$ cat src/rtl/core/pyro_fire_sequencer_assert.svh
// ----------------------------------------------------------------------------
// Pyro fire sequencer assertion macros
// Concurrent assertion shorthands shared by the sequencer RTL.
// ----------------------------------------------------------------------------
`ifndef PYRO_FIRE_SEQUENCER_ASSERT_SVH
`define PYRO_FIRE_SEQUENCER_ASSERT_SVH

// Same-cycle implication, disabled during reset.
`define PYRO_ASSERT_SAME(label, ante, cons, msg) \
  label: assert property (@(posedge clk) disable iff (rst) (ante) |-> (cons)) \
    else $error(msg);

// Next-cycle implication, disabled during reset.
`define PYRO_ASSERT_NEXT(label, ante, cons, msg) \
  label: assert property (@(posedge clk) disable iff (rst) (ante) |=> (cons)) \
    else $error(msg);

`endif

$ cat src/rtl/core/pyro_pkg.sv
// ----------------------------------------------------------------------------
// Pyro fire sequencer package
// Shared widths, codes and interface types of the fire sequencer.
// ----------------------------------------------------------------------------
package pyro_pkg;

  localparam int unsigned DEF_QUEUE_DEPTH = 8;
  localparam int unsigned MAX_RETRIES     = 3;

  localparam int unsigned CHANNEL_W = 2;
  localparam int unsigned CONT_W    = 3;
  localparam int unsigned STATUS_W  = 3;
  localparam int unsigned QUEUED_W  = 4;
  localparam int unsigned TICKS_W   = 16;
  localparam int unsigned RETRY_W   = 4;
  localparam int unsigned NUM_CH    = 3;

  localparam int unsigned PADDR_W = 3;
  localparam int unsigned PDATA_W = 32;

  localparam logic [TICKS_W-1:0]   PULSE_TICKS_RESET = 16'd1000;
  localparam logic [CHANNEL_W-1:0] CH_INVALID        = 2'd3;

  typedef enum logic {
    ACT_REQUEST = 1'b0,
    ACT_TICK    = 1'b1
  } action_t;

  typedef enum logic [0:0] {
    REG_PULSE_TICKS = 1'b0
  } reg_index_t;

  typedef enum logic [STATUS_W-1:0] {
    ST_ACCEPTED    = 3'd0,
    ST_BUSY        = 3'd1,
    ST_IDLE_TICK   = 3'd2,
    ST_INVALID     = 3'd3,
    ST_PULSE_START = 3'd4,
    ST_PULSE_DONE  = 3'd5,
    ST_RETRY_QUEUE = 3'd6,
    ST_RETRY_LOST  = 3'd7
  } status_t;

  typedef struct packed {
    logic push;
    logic pop;
  } fifo_ctrl_t;

  typedef struct packed {
    logic full;
    logic empty;
  } fifo_stat_t;

endpackage

$ cat src/rtl/core/pyro_fifo.sv
// ----------------------------------------------------------------------------
// Pyro request FIFO
// Channel code queue with a registered head read and write forwarding.
// ----------------------------------------------------------------------------
module pyro_fifo #(
  parameter int unsigned DEPTH = pyro_pkg::DEF_QUEUE_DEPTH
) (
  input  logic                           clk,
  input  logic                           rst,
  input  pyro_pkg::fifo_ctrl_t           ctrl,
  input  logic [pyro_pkg::CHANNEL_W-1:0] push_code,
  output logic [pyro_pkg::CHANNEL_W-1:0] head,
  output logic [$clog2(DEPTH+1)-1:0]     count,
  output pyro_pkg::fifo_stat_t           stat
);
  import pyro_pkg::*;

  localparam int unsigned PTR_W = $clog2(DEPTH);
  localparam int unsigned CNT_W = $clog2(DEPTH + 1);
  localparam logic [PTR_W-1:0] LAST_PTR = PTR_W'(DEPTH - 1);
  localparam logic [CNT_W-1:0] FULL_CNT = CNT_W'(DEPTH);

  logic [CHANNEL_W-1:0] mem [DEPTH];
  logic [PTR_W-1:0]     rd_ptr;
  logic [PTR_W-1:0]     wr_ptr;
  logic [PTR_W-1:0]     rd_ptr_next;
  logic [PTR_W-1:0]     wr_ptr_next;
  logic [CNT_W-1:0]     count_next;
  logic                 do_push;
  logic                 do_pop;

  assign stat.full  = (count == FULL_CNT);
  assign stat.empty = (count == '0);
  assign do_push    = ctrl.push && !stat.full;
  assign do_pop     = ctrl.pop && !stat.empty;

  always_comb begin
    rd_ptr_next = rd_ptr;
    wr_ptr_next = wr_ptr;
    count_next  = count;
    if (do_pop) begin
      rd_ptr_next = (rd_ptr == LAST_PTR) ? '0 : rd_ptr + 1'b1;
    end
    if (do_push) begin
      wr_ptr_next = (wr_ptr == LAST_PTR) ? '0 : wr_ptr + 1'b1;
    end
    if (do_push && !do_pop) begin
      count_next = count + 1'b1;
    end else if (do_pop && !do_push) begin
      count_next = count - 1'b1;
    end
  end

  always_ff @(posedge clk) begin
    if (rst) begin
      rd_ptr <= '0;
      wr_ptr <= '0;
      count  <= '0;
    end else begin
      rd_ptr <= rd_ptr_next;
      wr_ptr <= wr_ptr_next;
      count  <= count_next;
    end
  end

  always_ff @(posedge clk) begin
    if (do_push) begin
      mem[wr_ptr] <= push_code;
    end
  end

  always_ff @(posedge clk) begin
    if (do_push && (wr_ptr == rd_ptr_next)) begin
      head <= push_code;
    end else begin
      head <= mem[rd_ptr_next];
    end
  end

endmodule

$ cat src/rtl/core/pyro_fire_sequencer.sv
// ----------------------------------------------------------------------------
// Pyro fire sequencer
// Queues fire requests and drives timed igniter pulses with retries.
// ----------------------------------------------------------------------------
// Channel  Handshake          Payload
// in       in_valid/in_stall  action, channel, continuity
// out      out_valid/out_stall status, fire_lines, queued
// cfg      APB write/read     pulse_ticks at byte address 0
//
// One item per cycle while the result register is not stalled; an item's result
// is loaded into the result register from the input register.
// The input register feeds one pass of logic that updates the FIFO, timer and
// retry counters and loads the result register.
// A stalled result register holds the input register, which then stalls in.
// Synchronous reset empties the FIFO, stops any pulse and restores retries.
// ----------------------------------------------------------------------------
module pyro_fire_sequencer #(
  parameter int unsigned QUEUE_DEPTH = pyro_pkg::DEF_QUEUE_DEPTH
) (
  input  logic                           clk,
  input  logic                           rst,
  input  logic                           in_valid,
  output logic                           in_stall,
  input  logic                           action,
  input  logic [pyro_pkg::CHANNEL_W-1:0] channel,
  input  logic [pyro_pkg::CONT_W-1:0]    continuity,
  output logic                           out_valid,
  input  logic                           out_stall,
  output logic [pyro_pkg::STATUS_W-1:0]  status,
  output logic [pyro_pkg::NUM_CH-1:0]    fire_lines,
  output logic [pyro_pkg::QUEUED_W-1:0]  queued,
  input  logic                           psel,
  input  logic                           penable,
  input  logic                           pwrite,
  input  logic [pyro_pkg::PADDR_W-1:0]   paddr,
  input  logic [pyro_pkg::PDATA_W-1:0]   pwdata,
  output logic [pyro_pkg::PDATA_W-1:0]   prdata,
  output logic                           pready
);
  import pyro_pkg::*;

  localparam int unsigned CNT_W = $clog2(QUEUE_DEPTH + 1);

  logic [TICKS_W-1:0]   pulse_ticks;
  logic                 reg_hit;

  logic                 s_valid;
  action_t              s_action;
  logic [CHANNEL_W-1:0] s_channel;
  logic [CONT_W-1:0]    s_cont;
  logic                 fire;

  logic                 pulse_active;
  logic                 pulse_active_next;
  logic [CHANNEL_W-1:0] active_channel;
  logic [CHANNEL_W-1:0] active_channel_next;
  logic [TICKS_W-1:0]   pulse_remaining;
  logic [TICKS_W-1:0]   pulse_remaining_next;
  logic [TICKS_W-1:0]   rem_dec;
  logic [RETRY_W-1:0]   retries [NUM_CH];
  logic                 retry_take;

  fifo_ctrl_t           fctrl;
  fifo_stat_t           fstat;
  logic [CHANNEL_W-1:0] push_code;
  logic [CHANNEL_W-1:0] head;
  logic [CNT_W-1:0]     fcount;
  logic [CNT_W-1:0]     count_after;

  status_t              st_next;
  logic [NUM_CH-1:0]    lines_next;

  // Configuration port.
  assign pready  = 1'b1;
  assign reg_hit = (paddr[PADDR_W-1] == REG_PULSE_TICKS);
  assign prdata  = reg_hit ? PDATA_W'(pulse_ticks) : '0;

  always_ff @(posedge clk) begin
    if (rst) begin
      pulse_ticks <= PULSE_TICKS_RESET;
    end else if (psel && penable && pwrite && pready && reg_hit) begin
      pulse_ticks <= pwdata[TICKS_W-1:0];
    end
  end

  // Input register.
  assign fire     = s_valid && (!out_valid || !out_stall);
  assign in_stall = s_valid && !fire;

  always_ff @(posedge clk) begin
    if (rst) begin
      s_valid <= 1'b0;
    end else if (!in_stall) begin
      s_valid <= in_valid;
    end
  end

  always_ff @(posedge clk) begin
    if (in_valid && !in_stall) begin
      s_action  <= action_t'(action);
      s_channel <= channel;
      s_cont    <= continuity;
    end
  end

  pyro_fifo #(
    .DEPTH(QUEUE_DEPTH)
  ) u_fifo (
    .clk      (clk),
    .rst      (rst),
    .ctrl     (fctrl),
    .push_code(push_code),
    .head     (head),
    .count    (fcount),
    .stat     (fstat)
  );

  // Per-item update.
  assign rem_dec = (pulse_remaining != '0) ? pulse_remaining - 1'b1 : pulse_remaining;

  always_comb begin
    st_next              = ST_IDLE_TICK;
    fctrl                = '0;
    push_code            = s_channel;
    retry_take           = 1'b0;
    pulse_active_next    = pulse_active;
    active_channel_next  = active_channel;
    pulse_remaining_next = pulse_remaining;
    if (s_action == ACT_REQUEST) begin
      fctrl.push = !fstat.full;
      st_next    = fstat.full ? ST_BUSY : ST_ACCEPTED;
    end else if (pulse_active) begin
      pulse_remaining_next = rem_dec;
      if (rem_dec == '0) begin
        pulse_active_next = 1'b0;
        st_next           = ST_PULSE_DONE;
        push_code         = active_channel;
        if ((active_channel != CH_INVALID) && s_cont[active_channel]
            && (retries[active_channel] != '0)) begin
          retry_take = 1'b1;
          fctrl.push = !fstat.full;
          st_next    = fstat.full ? ST_RETRY_LOST : ST_RETRY_QUEUE;
        end
      end
    end else if (!fstat.empty) begin
      fctrl.pop = 1'b1;
      if (head == CH_INVALID) begin
        st_next = ST_INVALID;
      end else begin
        st_next              = ST_PULSE_START;
        pulse_active_next    = 1'b1;
        active_channel_next  = head;
        pulse_remaining_next = (pulse_ticks == '0) ? TICKS_W'(1) : pulse_ticks;
      end
    end
    fctrl.push = fctrl.push && fire;
    fctrl.pop  = fctrl.pop && fire;
  end

  always_comb begin
    count_after = fcount;
    if (fctrl.push) begin
      count_after = fcount + 1'b1;
    end else if (fctrl.pop) begin
      count_after = fcount - 1'b1;
    end
  end

  always_comb begin
    lines_next = '0;
    if (pulse_active_next && (active_channel_next != CH_INVALID)) begin
      lines_next[active_channel_next] = 1'b1;
    end
  end

  always_ff @(posedge clk) begin
    if (rst) begin
      pulse_active    <= 1'b0;
      active_channel  <= '0;
      pulse_remaining <= '0;
      for (int i = 0; i < NUM_CH; i++) begin
        retries[i] <= RETRY_W'(MAX_RETRIES);
      end
    end else if (fire) begin
      pulse_active    <= pulse_active_next;
      active_channel  <= active_channel_next;
      pulse_remaining <= pulse_remaining_next;
      if (retry_take) begin
        retries[active_channel] <= retries[active_channel] - 1'b1;
      end
    end
  end

  // Result register.
  always_ff @(posedge clk) begin
    if (rst) begin
      out_valid <= 1'b0;
    end else if (fire) begin
      out_valid <= 1'b1;
    end else if (!out_stall) begin
      out_valid <= 1'b0;
    end
  end

  always_ff @(posedge clk) begin
    if (fire) begin
      status     <= st_next;
      fire_lines <= lines_next;
      queued     <= QUEUED_W'(count_after);
    end
  end

  `include "pyro_fire_sequencer_assert.svh"

  `PYRO_ASSERT_SAME(a_lines_onehot, out_valid, $onehot0(fire_lines), "more than one fire line high")
  `PYRO_ASSERT_NEXT(a_start_pops, fire && (st_next == ST_PULSE_START), fcount == $past(fcount) - 1'b1, "pulse start without a pop")
  `PYRO_ASSERT_NEXT(a_accept_pushes, fire && (st_next == ST_ACCEPTED), fcount == $past(fcount) + 1'b1, "accepted request not queued")
  `PYRO_ASSERT_SAME(a_pulse_timer, pulse_active, pulse_remaining != '0, "active pulse with an expired timer")

endmodule
$ cat config.mk
export PLATFORM = sky130hd
export DESIGN_NAME = pyro_fire_sequencer
export DESIGN_NICKNAME = d
export VERILOG_FILES = /design/src/rtl/core/pyro_pkg.sv /design/src/rtl/core/pyro_fifo.sv /design/src/rtl/core/pyro_fire_sequencer.sv
export VERILOG_INCLUDE_DIRS = /design/src /design/src/rtl/core
export SDC_FILE = /design/constraint.sdc
export NUM_CORES = 1
export LEC_CHECK = 0
export BUFFER_PORTS_ARGS = -buffer_cell sky130_fd_sc_hd__buf_2
export CORE_AREA = 2 2 101 103
export DETAILED_ROUTE_END_ITERATION = 12
export DIE_AREA = 0 0 103 105
export PLACE_DENSITY = 0.77
export SYNTH_ARGS = -nofsm -noshare
export SYNTH_HDL_FRONTEND = slang
export SYNTH_SLANG_ARGS = --single-unit
$ cat constraint.sdc
create_clock -name clk -period 4.9 [get_ports clk]
set_input_delay 0 -clock clk [delete_from_list [all_inputs] [get_ports clk]]
set_output_delay 0 -clock clk [all_outputs]
set_load 0.005 [all_outputs]
After elaboration in Yosys (flattened, before gate mapping)

Memories as Yosys holds them, arrays and structs flattened. A register that Yosys moved wholly into a read port is not among the register bits.
Cells that the tools add are included.

$add $sub $neg: 6
Multipliers: 0
Div/mod/pow operators: 0
Magnitude comparators: 3
Equal/unequal tests: 9
Shift operators: 0
Muxes and demuxes: 63
Bitwise operators: 1
Reductions and logical operators: 33

Operators by type and width:

| kind                                                                 | count |
|---|---|
| 16-bit two-way mux                                                   | 6 |
| 16-bit logical NOT                                                   | 2 |
| 1-bit two-way mux                                                    | 31 |
| 3-bit two-way mux                                                    | 8 |
| 2-bit two-way mux                                                    | 11 |
| 4-bit two-way mux                                                    | 5 |
| 1-bit logical AND                                                    | 16 |
| 16-bit nonzero test                                                  | 1 |
| 16-bit by 1-bit subtractor with 16-bit output, second input constant | 1 |
| 1-bit logical NOT                                                    | 8 |
| 2-bit inequality test, second input constant                         | 4 |
| 4-bit by 1-bit subtractor with 4-bit output, second input constant   | 2 |
| 3-bit by 1-bit adder with 3-bit output, second input constant        | 2 |
| 3-bit equality test, second input constant                           | 2 |
| 2-bit by 3-bit < comparator with 1-bit output, second input constant | 2 |
| 4-bit by 1-bit adder with 4-bit output, second input constant        | 1 |
| 4-bit equality test, second input constant                           | 1 |
| 4-bit logical NOT                                                    | 1 |
| 4-bit AND reduction                                                  | 1 |
| 4-bit nonzero test                                                   | 1 |
| 4-bit OR reduction                                                   | 1 |
| 1-bit binary-select mux with 2-bit select                            | 1 |
| 1-bit demux with 2-bit select                                        | 1 |
| 2-bit equality test, second input constant                           | 1 |
| 5 further kinds                                                      | 5 |

Register bits after elaboration: 63
Latch bits: 0
RAM bits: 28
Memory bits (read-only): 0
Input bits: 48
Output and inout bits: 45
Logic and storage cells: 132
Memories: 2

Memories:

| name       | depth | width | rd ports | clocked after Yosys merged registers in | wr ports | RTL line                  | RTL |
|---|---|---|---|---|---|---|---|
| u_fifo.mem | 8     | 2     | 1        | 1                                       | 1        | pyro_fifo.sv:23           | `logic [CHANNEL_W-1:0] mem [DEPTH];` |
| retries    | 3     | 4     | 1        | 1                                       | 3        | pyro_fire_sequencer.sv:60 | `logic [RETRY_W-1:0] retries [NUM_CH];` |

Depth between registers and ports, before layout

Gate-level depths: netlist of the first run.

Depth after elaboration: 14
Depth in mapped cells: 16
Depth with buffers taken out: 13

Modules after synthesis

A second synthesis of the first run with hierarchy kept.

Cells, all modules: 527
Area total of the unflattened synthesis: 5,193.7 um2

Modules (own cells, without submodules):

| module              | instances | cells each | area an instance (um2) | sequential area each (um2) |
|---|---|---|---|---|
| pyro_fire_sequencer | 1         | 430        | 3,883.7                | 1,741.7 |
| pyro_fifo           | 1         | 97         | 1,310.0                | 740.7 |

Least setup slack after synthesis of the first run

OpenSTA, ideal clock, no wires.

Path type: register to register
Start point: register pulse_remaining[0]
End point: register u_fifo.count[3]
Setup time: 70 ps
Data arrival time: 3,545 ps
Data required time: 4,830 ps
Slack: 1,284 ps
Stages on the path, launching flop included: 15
Path buffers: 3
Period minus slack after synthesis: 3,616 ps
Path through: dfxtp_1 > clkbuf_1 > inv_1 > ha_1 > or3b_2 > clkbuf_1 > a311oi_1 > xor2_1 > a211oi_2 > a41o_2 > and2_1 > buf_2 > ha_1 > or3_1 > a21oi_1

Cells in the longest elaborated chain, start to end: 11

RTL lines:

| what                                                                                        | RTL line                   | RTL |
|---|---|---|
| start: declaration                                                                          | pyro_fire_sequencer.sv:57  | `logic [TICKS_W-1:0] pulse_remaining;` |
| start signal: assignment                                                                    | pyro_fire_sequencer.sv:187 | `pulse_remaining <= pulse_remaining_next;` |
| 16-bit by 1-bit subtractor with 16-bit output / 16-bit nonzero test (equally long branches) | pyro_fire_sequencer.sv:119 | `assign rem_dec = (pulse_remaining != '0) ? pulse_remaining - 1'b1 : pulse_remaining;` |
| 16-bit two-way mux (*)                                                                      | pyro_fire_sequencer.sv:119 |  |
| 16-bit logical NOT (*)                                                                      | pyro_fire_sequencer.sv:134 | `if (rem_dec == '0) begin` |
| 1-bit two-way mux (*)                                                                       | pyro_fire_sequencer.sv:134 |  |
| 1-bit two-way mux (*)                                                                       | pyro_fire_sequencer.sv:132 | `end else if (pulse_active) begin` |
| 1-bit two-way mux (*)                                                                       | pyro_fire_sequencer.sv:129 | `if (s_action == ACT_REQUEST) begin` |
| 1-bit logical AND (*)                                                                       | pyro_fire_sequencer.sv:156 | `fctrl.push = fctrl.push && fire;` |
| 1-bit logical AND (*)                                                                       | pyro_fifo.sv:34            | `assign do_push = ctrl.push && !stat.full;` |
| net u_fifo.do_push                                                                          | pyro_fifo.sv:29            | `logic do_push;` |
| 1-bit logical NOT                                                                           | pyro_fifo.sv:49            | `end else if (do_pop && !do_push) begin` |
| 1-bit logical AND                                                                           | pyro_fifo.sv:49            |  |
| 2-bit nonzero test (no line)                                                                | -                          |  |
| end signal: assignment                                                                      | pyro_fifo.sv:62            | `count <= count_next;` |
| end: declaration                                                                            | pyro_fifo.sv:13            | `output logic [$clog2(DEPTH+1)-1:0] count,` |

Mark *: on every way through the listed nets, which the timed path passes. The rest lies on a longest branch.
A chain may end at the register's enable or synchronous reset.

Worst setup path in the final report of the first run

Start point: register pulse_remaining[0]
End point: memory u_fifo.mem[4][1] (data pin)

Cells in the longest elaborated chain, start to end: 6

RTL lines:

| what                                                                                        | RTL line                   | RTL |
|---|---|---|
| 16-bit by 1-bit subtractor with 16-bit output / 16-bit nonzero test (equally long branches) | pyro_fire_sequencer.sv:119 |  |
| 16-bit two-way mux (*)                                                                      | pyro_fire_sequencer.sv:119 |  |
| 16-bit logical NOT (*)                                                                      | pyro_fire_sequencer.sv:134 |  |
| 2-bit two-way mux (*)                                                                       | pyro_fire_sequencer.sv:134 |  |
| 2-bit two-way mux (*)                                                                       | pyro_fire_sequencer.sv:132 |  |
| 2-bit two-way mux (*)                                                                       | pyro_fire_sequencer.sv:129 |  |
| net push_code[1]                                                                            | pyro_fire_sequencer.sv:65  | `logic [CHANNEL_W-1:0] push_code;` |
| end: declaration                                                                            | pyro_fifo.sv:23            |  |

Marks and branches as above.

==> impl_metrics.toml, run 1 <==
[placement]
gp_congestion = 0.8880
placed_cell_area_sq_um = 5502
dp_hpwl_mm = 8.133
io_buffers = 57

[clock_network]
cts_root_buffer = "clkbuf_8"
clk_pin_slew_ns = 0.10
cts_max_path_buffers = 2
post-cts-setup-buffers = 0
cts_made_buffers = 9
cts_tree = "yes"
cts.sinks = 100
h-tree-depth = 3
insertion_delay_ns = 0.37

[routing]
first_pass_iters = 5
num_vias = 4348
drc = 0
routed_wirelength_mm = 12.01
ant_nets = 0
routedWlPerCell_um = 16.16
drt_iter0_drc = 339
via_per_inst = 5.852

[hold_path]
holdCritPathClass = "primary input to register"

[sta]
maxSlewViolCount = 0
post-route-period-util = 0.8578
worst_slew_pin_slew_ns = 0.8776
fmax_ghz = 0.2379
hold_violations = 0
maxSlewHeadroom = 0.4113
fin_crit_ns = 4.203
setup_tns_ns = 0
report.final.setup_viol = 0
rsz0062_at_grt = "no"
hold_ws_ns = 0.1896
fin_skew_ns = 0.01027

[global_routing]
grt_usage = 0.2313
grt_max_degree = 36
antenna_found_initial = 0
grt_pass1_vias = 4137
grt_overflow_total = 0
grt_pass1_wl_mm = 19.79

[synthesis]
yosysUniqueCellTypes = 71
synthesis.area_sq_um = 5210
synthArstFlopShare = 0
synth-seq-cells = 100
avgSynthCellArea_sq_um = 9.720
synth-main-ff-cell = "dfxtp_1"
synth_edf_count = 48
ys_seq_area_frac = 0.4765
synth_cells = 536
yosysWarnings = 0

[power_and_ir_drop]
powerDensity_nw_per_um2 = 296.8
vdd_drop_max_v = 0.0002122
p_leak_nw = 2.319

[setup_path]
crit_slowest_cell = "a311oi_1"
cp-endpoint = "u_fifo.mem[4][1]"
r2r-start = "pulse_remaining[0]"
crit_chain = "inv_1, ha_1, or3b_2, a311oi_1, xor2_1, nor4_1, nand2_1, nor4_1, mux2_2"
worstPathMaxFanout = 9
worstSetupStartpointType = "register"
critPathLaunch = "pulse_remaining[0]"
critPathKind = "register to register"
cp-end-kind = "register"
reg2reg_to = "u_fifo.mem[4][1]"
crit_top_cell = "nor4_1"
regToRegSetupSlack_ns = 0.70
rr_worst_depth = 9
worstPathRequired_ns = 5.00
worstPathArrival_ns = 4.30
slowest_delay_ns = 0.75

[layout]
layout_common_cells = "nand2_1 (71), buf_2 (57), dfxtp_1 (52)"
layout-drive-gt1-share = 0.1803
diodes = 0
fin_area_sq_um = 5933
nNetsFinal = 662
area_growth_pct = 13.88
final_common_cell = "nand2_1"

[floorplanning]
die_x_um = 103
core_area_sq_um = 9639
initial_core_util = 0.5405
ios = 93
placementRows = 36
die_area_sq_um = 10820
die_y_um = 105

[run_status]
status = "completed"

[flow_run]
cap_violations = 0
## Yosys cell counts, types with 3 or more instances
cell type | number | area, sq um
and3_1 | 6 | 37.54
a21oi_1 | 38 | 190.2
nor4_1 | 11 | 68.82
a41oi_1 | 3 | 26.28
nand2_1 | 71 | 266.5
o31ai_1 | 4 | 30.03
buf_4 | 17 | 127.6
or3_1 | 8 | 50.05
or4_1 | 3 | 22.52
o21ai_0 | 12 | 60.06
edfxtp_1 | 48 | 1441
nor3_1 | 24 | 120.1
nand4_1 | 5 | 31.28
clkbuf_1 | 23 | 86.33
a21o_1 | 5 | 37.54
nand3_1 | 16 | 80.08
o32ai_1 | 4 | 35.03
mux2_2 | 3 | 33.78
nor3b_1 | 5 | 37.54
nor2_1 | 35 | 131.4
mux2i_1 | 8 | 80.08
a22oi_1 | 4 | 30.03
nor2b_1 | 19 | 118.9
a211oi_1 | 3 | 22.52
dfxtp_1 | 52 | 1041
and2_1 | 10 | 62.56
mux4_2 | 8 | 180.2
ha_1 | 9 | 112.6
o221a_2 | 3 | 33.78
xor2_1 | 4 | 35.03
inv_1 | 13 | 48.80
xnor2_1 | 5 | 43.79
or2_2 | 3 | 18.77
a31o_2 | 5 | 43.79
## state kept, by name, summed over array words and instances, names as in the netlist, named ones only
register         cells
s_action             1
active_channel       2
u_fifo.mem          16
queued               4
retries             16
u_fifo.wr_ptr        3
s_cont               3
u_fifo.rd_ptr        3
u_fifo.count         4
s_channel            2
pulse_active         1
out_valid            1
pulse_ticks         16
pulse_remaining     16
status               3
fire_lines           3
s_valid              1
## kinds of logic (layout without fill, tap and decap cells)
logic type,after synthesis,count (layout),share of synthesized area
simple gates,234,234,0.2354
compound gates,104,104,0.1354
flops,100,100,0.4765
buf+inv,59,114,0.05812
mux,19,19,0.05644
fa+ha+maj,9,9,0.02161
xor+xnor,9,9,0.01513
other cells,2,21,0.001441
## through the flow
step | utilization | std cells | total power [mW] | setup WS, ns
6_report | 0.6155 | 743 | 1.761 | 0.6968
3_5_place_dp | 0.5707 | 703 | 1.247 | 0.8443
4_1_cts | 0.6155 | 743 | 1.760 | 0.7804
2_1_floorplan | - | 555 | 1.179 | 1.284
5_1_grt | 0.6155 | 743 | 1.844 | 0.4451
3_3_place_gp | 0.5707 | 703 | 1.241 | 0.9773
## per-layer routing
metal	vias up	track usage	part of all wire
li1	2063	-	-
met1	2087	0.3264	0.45
met2	170	0.3576	0.47
met3	28	0.03746	0.061
met4	0	0.08271	0.018
met5	-	0	0
## worst min path at each step
stage | startpoint | endpoint | slack, ns | depth (start not counted)
floorplan | paddr[2] | prdata[0] | 0.03 | 1
global route | rst | u_fifo.count[0] | 0.19 | 2
CTS | rst | u_fifo.count[0] | 0.17 | 2
finish | rst | u_fifo.count[0] | 0.19 | 2
global placement | channel[0] | s_channel[0] | 0.18 | 1
detailed placement | continuity[2] | s_cont[2] | 0.18 | 1
## critical path, delay by kind of cell (launching register included)
kind            cells  cell delay [ns]
buf+inv             1             0.08
fa+ha+maj           1             0.26
xor+xnor            1             0.24
flops               1             0.39
mux                 1             0.50
simple gates        4             1.71
compound gates      1             0.75
## power breakdown
group	total [mW]	internal, mW	switching [mW]
combinational	0.320	0.134	0.187
clock	0.508	0.197	0.311
sequential	0.933	0.906	0.0271
## final cells by class
class | instances | area [sq um]
clock buffers | 9 | 123.9
clock inverters | 7 | 67.56
fillers | 832 | 3706
inverters | 15 | 56.30
multi-input cells | 396 | 2496
flip-flops and latches | 100 | 2482
well taps | 133 | 166.4
repair buffers | 83 | 540.5
## what timing repair did
item | CTS | global route
hold buffers | 24 | 0
hold endpoints to repair | 24 | 0
resized for setup | 0 | 0
(Power assumes the default switching activity.)
==> run 2, diff against run 1 <==
--- a/config.mk
+++ b/config.mk
@@ -10,7 +10,8 @@
 export CORE_AREA = 2 2 101 103
 export DETAILED_ROUTE_END_ITERATION = 12
 export DIE_AREA = 0 0 103 105
-export PLACE_DENSITY = 0.77
+export GPL_TIMING_DRIVEN = 0
+export PLACE_DENSITY_LB_ADDON = 0.25
 export SYNTH_ARGS = -nofsm -noshare
 export SYNTH_HDL_FRONTEND = slang
 export SYNTH_SLANG_ARGS = --single-unit
==> run 2 against run 1 <==
  * Register-to-register slack worse by 0.23 ns
  * Sequential cell count stayed put
  * Setup slack worse by 0.23 ns
  * Critical path depth is 5 higher
  * Wire length is 7.5% higher
  * Core utilization is 2.3 points higher
  * Sequential share of layout area is 1.5 points lower
  * Die area stayed put
  * Non-clock buffer count is 41 higher
  * Clock-buffer cell count is 1 higher
  * Via count is 3.7% higher
  * Clock power hardly changed
  * Highest routed layer unchanged
==> impl_metrics.toml, run 2 (synthesized netlist as in run 1, its figures left out) <==
[placement]
gp_congestion = 0.8869
io_buffers = 56
dp_hpwl_mm = 9.061
dp_slack_ns = 0.6365
post-place-cells = 744

[global_routing]
grt_pass1_wl_mm = 20.62
grt_pass1_vias = 4189
grt_usage = 0.2446
grt_overflow_total = 0
antenna_found_initial = 0
grt_max_degree = 19

[sta]
rsz0062_at_grt = "no"
setup_tns_ns = 0
fin_skew_ns = 0.01028
hold_violations = 0
maxSlewHeadroom = 0.4171
fin_crit_ns = 4.433
worst_slew_pin_slew_ns = 0.8677
fmax_ghz = 0.2256
maxSlewViolCount = 0
fin_ws_ns = 0.4671
post-route-period-util = 0.9047
report.final.setup_viol = 0

[setup_path]
worstPathArrival_ns = 4.74
critPathLaunch = "pulse_remaining[0]"
worstSetupStartpointType = "register"
cp.depth = 14
worstPathMaxFanout = 9
r2r-start = "pulse_remaining[0]"
crit_chain = "clkbuf_1, inv_1, ha_1, or3b_2, clkbuf_1, a311oi_1, xor2_1, a211oi_2, a41o_2, and2_1, buf_2, ha_1, or3_1, a21oi_1"
rr_worst_depth = 14
cp-end-kind = "register"
slowest_delay_ns = 0.75
reg2reg_to = "u_fifo.count[3]"
cp-endpoint = "u_fifo.count[3]"
path_buf_inv = 4
regToRegSetupSlack_ns = 0.47
critPathKind = "register to register"
worstPathRequired_ns = 5.20
crit_slowest_cell = "a311oi_1"
crit_family = "compound AO/OA/AOI/OAI gates"

[clock_network]
cts_made_buffers = 9
insertion_delay_ns = 0.37
cts.sinks = 100
cts_root_buffer = "clkbuf_8"
post-cts-setup-buffers = 0
cts_tree = "yes"
clk_pin_slew_ns = 0.10
h-tree-depth = 3
cts_max_path_buffers = 2

[routing]
ant_nets = 0
routed_wirelength_mm = 12.91
routedWlPerCell_um = 16.47
via_per_inst = 5.754
drc = 0
drt_iter0_drc = 342
num_vias = 4511
first_pass_iters = 5

[power_and_ir_drop]
p_seq_frac = 0.524
vdd_drop_max_v = 0.0001512
p_leak_nw = 2.436
switching_share = 0.3001
powerDensity_nw_per_um2 = 289.3
total_power_mw = 1.781
p_sw_mw = 0.5344
power_frac_clock = 0.283
internal_power_mw = 1.246
comb_power_share = 0.193

[floorplanning]
die_x_um = 103
core_area_sq_um = 9639
placementRows = 36
die_area_sq_um = 10820
initial_core_util = 0.5405
ios = 93
die_y_um = 105

[layout]
final_common_cell = "nand2_1"
area_growth_pct = 18.16
nNetsFinal = 703
diodes = 0
final_util = 0.6386
layout.cells.non_filler = 784
layout_common_cells = "nand2_1 (71), buf_2 (58), dfxtp_1 (52)"
num-fill-cells = 842
layout-drive-gt1-share = 0.1951

[flow_run]
cap_violations = 0

[hold_path]
whs_path_depth = 2
holdCritPathClass = "primary input to register"

[run_status]
status = "completed"
## run 2: what timing repair did
action,in CTS,in global routing
gates resized for setup,0,0
hold buffers,24,0
hold endpoints to repair,24,0
## run 2: layer usage
metal,share of wire,GRT usage,up-vias,wire (um)
li1,-,-,2163,-
met1,0.44,0.3369,2137,5636
met2,0.48,0.3827,184,6135
met3,0.071,0.04281,27,920
met4,0.017,0.09305,0,217
met5,0,0,-,0
## run 2: through the flow
step,hold WS (ns),cell area (sq um)
after global placement,0.1766,5728
after detailed placement,0.1786,5728
final,0.2233,6156
after floorplan,0.03023,5281
after global routing,0.2586,6156
after CTS,0.2032,6156
## run 2: cell type report
class / count / area, sq um / area share
clock buffer: 10 / 127.6 / 0.02073
buffer: 44 / 246.5 / 0.04004
inverter: 15 / 56.30 / 0.009146
multi-input combinational: 396 / 2496 / 0.4055
sequential: 100 / 2482 / 0.4033
clock inverter: 6 / 60.06 / 0.009756
tap: 133 / 166.4 / 0.02703
timing repair buffer: 80 / 520.5 / 0.08455
## run 2: worst min path at each step
stage                   from                 end
2_1_floorplan       paddr[2]           prdata[0]
4_1_cts                  rst        pulse_active
3_3_place_gp   continuity[2]           s_cont[2]
3_5_place_dp   continuity[0]           s_cont[0]
6_report                 rst        pulse_active
5_1_grt                  rst  pulse_remaining[0]
## run 2: worst reg2reg max path: stages, from the launching register on
cell and delay (ns):
dfxtp_1 0.31, clkbuf_1 0.18, inv_1 0.10, ha_1 0.26
or3b_2 0.46, clkbuf_1 0.19, a311oi_1 0.75, xor2_1 0.24
a211oi_2 0.35, a41o_2 0.34, and2_1 0.14, buf_2 0.18
ha_1 0.33, or3_1 0.39, a21oi_1 0.14
## run 2: power by group through the flow
| stage | logic [mW] | clock network, mW | registers, mW |
|---|---|---|---|
| global placement | 0.312 | 0 | 0.949 |
| detailed placement | 0.318 | 0 | 0.951 |
| global route | 0.375 | 0.537 | 0.937 |
| floorplan | 0.236 | 0 | 0.943 |
| CTS | 0.336 | 0.505 | 0.932 |
| finish | 0.344 | 0.505 | 0.932 |
==> run 3, diff against run 2 <==
--- a/config.mk
+++ b/config.mk
@@ -7,9 +7,11 @@
 export NUM_CORES = 1
 export LEC_CHECK = 0
 export BUFFER_PORTS_ARGS = -buffer_cell sky130_fd_sc_hd__buf_2
-export CORE_AREA = 2 2 101 103
+export CELL_PAD_IN_SITES_DETAIL_PLACEMENT = 1
+export CELL_PAD_IN_SITES_GLOBAL_PLACEMENT = 1
+export CORE_AREA = 2 2 114 116
 export DETAILED_ROUTE_END_ITERATION = 12
-export DIE_AREA = 0 0 103 105
+export DIE_AREA = 0 0 116 118
 export GPL_TIMING_DRIVEN = 0
 export PLACE_DENSITY_LB_ADDON = 0.25
 export SYNTH_ARGS = -nofsm -noshare
==> run 3 against run 2 <==
  * Combinational power up 2%
  * Final cell count up 5.0%
  * Maximum frequency about the same
  * Clock-buffer cell count up 2
  * Via count down 2.4%
  * Wire length up 13%
  * Non-clock buffer count unchanged
  * Global-route usage down 2.7 points
  * Largest power group unchanged
==> impl_metrics.toml, run 3 (synthesized netlist as in run 1, its figures left out) <==
[routing]
ant_nets = 0
routed_wirelength_mm = 14.54
first_pass_iters = 4
num_vias = 4402
drc = 0
routedWlPerCell_um = 17.67
drt_iter0_drc = 279
via_per_inst = 5.349

[global_routing]
antenna_found_initial = 0
grt_pass1_wl_mm = 23.29
grt_pass1_vias = 4489
grt_overflow_total = 0
grt_usage = 0.2180
grt_max_degree = 17

[clock_network]
clk_pin_slew_ns = 0.07
cts_max_path_buffers = 2
h-tree-depth = 3
post_cts_resized = 0
cts_tree = "yes"
post-cts-setup-buffers = 0
cts_made_buffers = 9
insertion_delay_ns = 0.35
cts.sinks = 100
cts_root_buffer = "clkbuf_16"

[floorplanning]
core_area_sq_um = 12410
ios = 93
die_area_sq_um = 13690
die_x_um = 116
initial_core_util = 0.4197
placementRows = 41
die_y_um = 118

[power_and_ir_drop]
p_leak_nw = 2.482
powerDensity_nw_per_um2 = 315.4
vdd_drop_max_v = 0.0001911

[hold_path]
whs_path_depth = 2
holdCritPathClass = "primary input to register"
holdPathEnd = "pulse_remaining[0]"
min-delay-start = "rst"

[placement]
dp_slack_ns = 0.4937
io_buffers = 56
gp_congestion = 0.8374
dp_hpwl_mm = 10.85

[sta]
hold_violations = 0
post-route-period-util = 0.9050
fin_crit_ns = 4.434
fin_skew_ns = 0.008474
report.final.setup_viol = 0
fmax_ghz = 0.2255
rsz0062_at_grt = "no"
worst_slew_pin_slew_ns = 0.8698
maxSlewViolCount = 0
setup_tns_ns = 0
fin_ws_ns = 0.4657
maxSlewHeadroom = 0.4162

[setup_path]
r2r-start = "pulse_remaining[0]"
reg2reg_to = "u_fifo.mem[0][0]"
cp-end-kind = "register"
regToRegSetupSlack_ns = 0.47
rr_worst_depth = 11
worstPathMaxFanout = 9
worstSetupStartpointType = "register"
worstPathArrival_ns = 4.51
critPathKind = "register to register"
worstPathRequired_ns = 4.97

[flow_run]
cap_violations = 0

[layout]
multiInputGateArea_sq_um = 2496
layout_common_cells = "nand2_1 (71), buf_2 (58), dfxtp_1 (52)"
diodes = 0
area_growth_pct = 20.99
seq_area_sq_um = 2482
layout-drive-gt1-share = 0.1905
nNetsFinal = 703
final_common_cell = "nand2_1"
num-fill-cells = 1451

[run_status]
status = "completed"
## run 3: timing repair
item,4_1_cts,5_1_grt
hold endpoints to repair,24,0
hold buffers,24,0
endpoints found under the setup margin,0,0
## run 3: metrics by stage
| stage | hold WS, ns | utilization | total power, mW | cell area [sq um] | cells |
|---|---|---|---|---|---|
| after floorplan | 0.03023 | - | 1.179 | 5281 | 555 |
| after global placement | 0.1806 | 0.4653 | 1.270 | 5777 | 783 |
| after detailed placement | 0.1812 | 0.4653 | 1.281 | 5777 | 783 |
| after CTS | 0.2175 | 0.5078 | 1.998 | 6304 | 823 |
| after global routing | 0.2394 | 0.5078 | 2.069 | 6304 | 823 |
| final | 0.2379 | 0.5078 | 1.988 | 6304 | 823 |
## run 3: worst max-delay path, stage by stage, from the launching register on
cell and delay [ns]:
dfxtp_1 0.30, clkbuf_1 0.19, inv_1 0.10, ha_1 0.27
or3b_2 0.46, clkbuf_1 0.18, a311oi_1 0.75, xor2_1 0.26
nor4_1 0.47, nand2_1 0.12, nor4_1 0.57, mux2_2 0.50
## run 3: layout make-up
type | count | area share
Multi-Input combinational cell | 396 | 0.3960
Clock buffer | 12 | 0.03751
Buffer | 44 | 0.03910
Inverter | 15 | 0.008932
Tap cell | 172 | 0.03414
Clock inverter | 4 | 0.007940
Timing Repair Buffer | 80 | 0.08257
Sequential cell | 100 | 0.3938
## run 3: report_power, final
part	switching [mW]	internal (mW)	total, mW
logic	0.206	0.145	0.352
registers	0.0265	0.907	0.933
clock network	0.308	0.396	0.704
## run 3: worst max path at each step
stage                            start               end  slack [ns]  cells past startpoint
floorplan           pulse_remaining[0]   u_fifo.count[3]        1.28                     14
global placement    pulse_remaining[0]   u_fifo.count[2]        0.57                     14
detailed placement  pulse_remaining[0]   u_fifo.count[3]        0.49                     14
CTS                 pulse_remaining[0]   u_fifo.count[2]        0.44                     14
global route        pulse_remaining[0]   u_fifo.count[3]        0.13                     14
finish              pulse_remaining[0]  u_fifo.mem[0][0]        0.47                     11
## run 3: layer usage
metal | share of wire | vias to the layer above | global-route usage
met2 | 0.50 | 94 | 0.3626
met3 | 0.035 | 10 | 0.04943
met1 | 0.46 | 2149 | 0.2872
met4 | 0.0085 | 0 | 0.05208
met5 | 0 | - | 0
li1 | - | 2149 | -
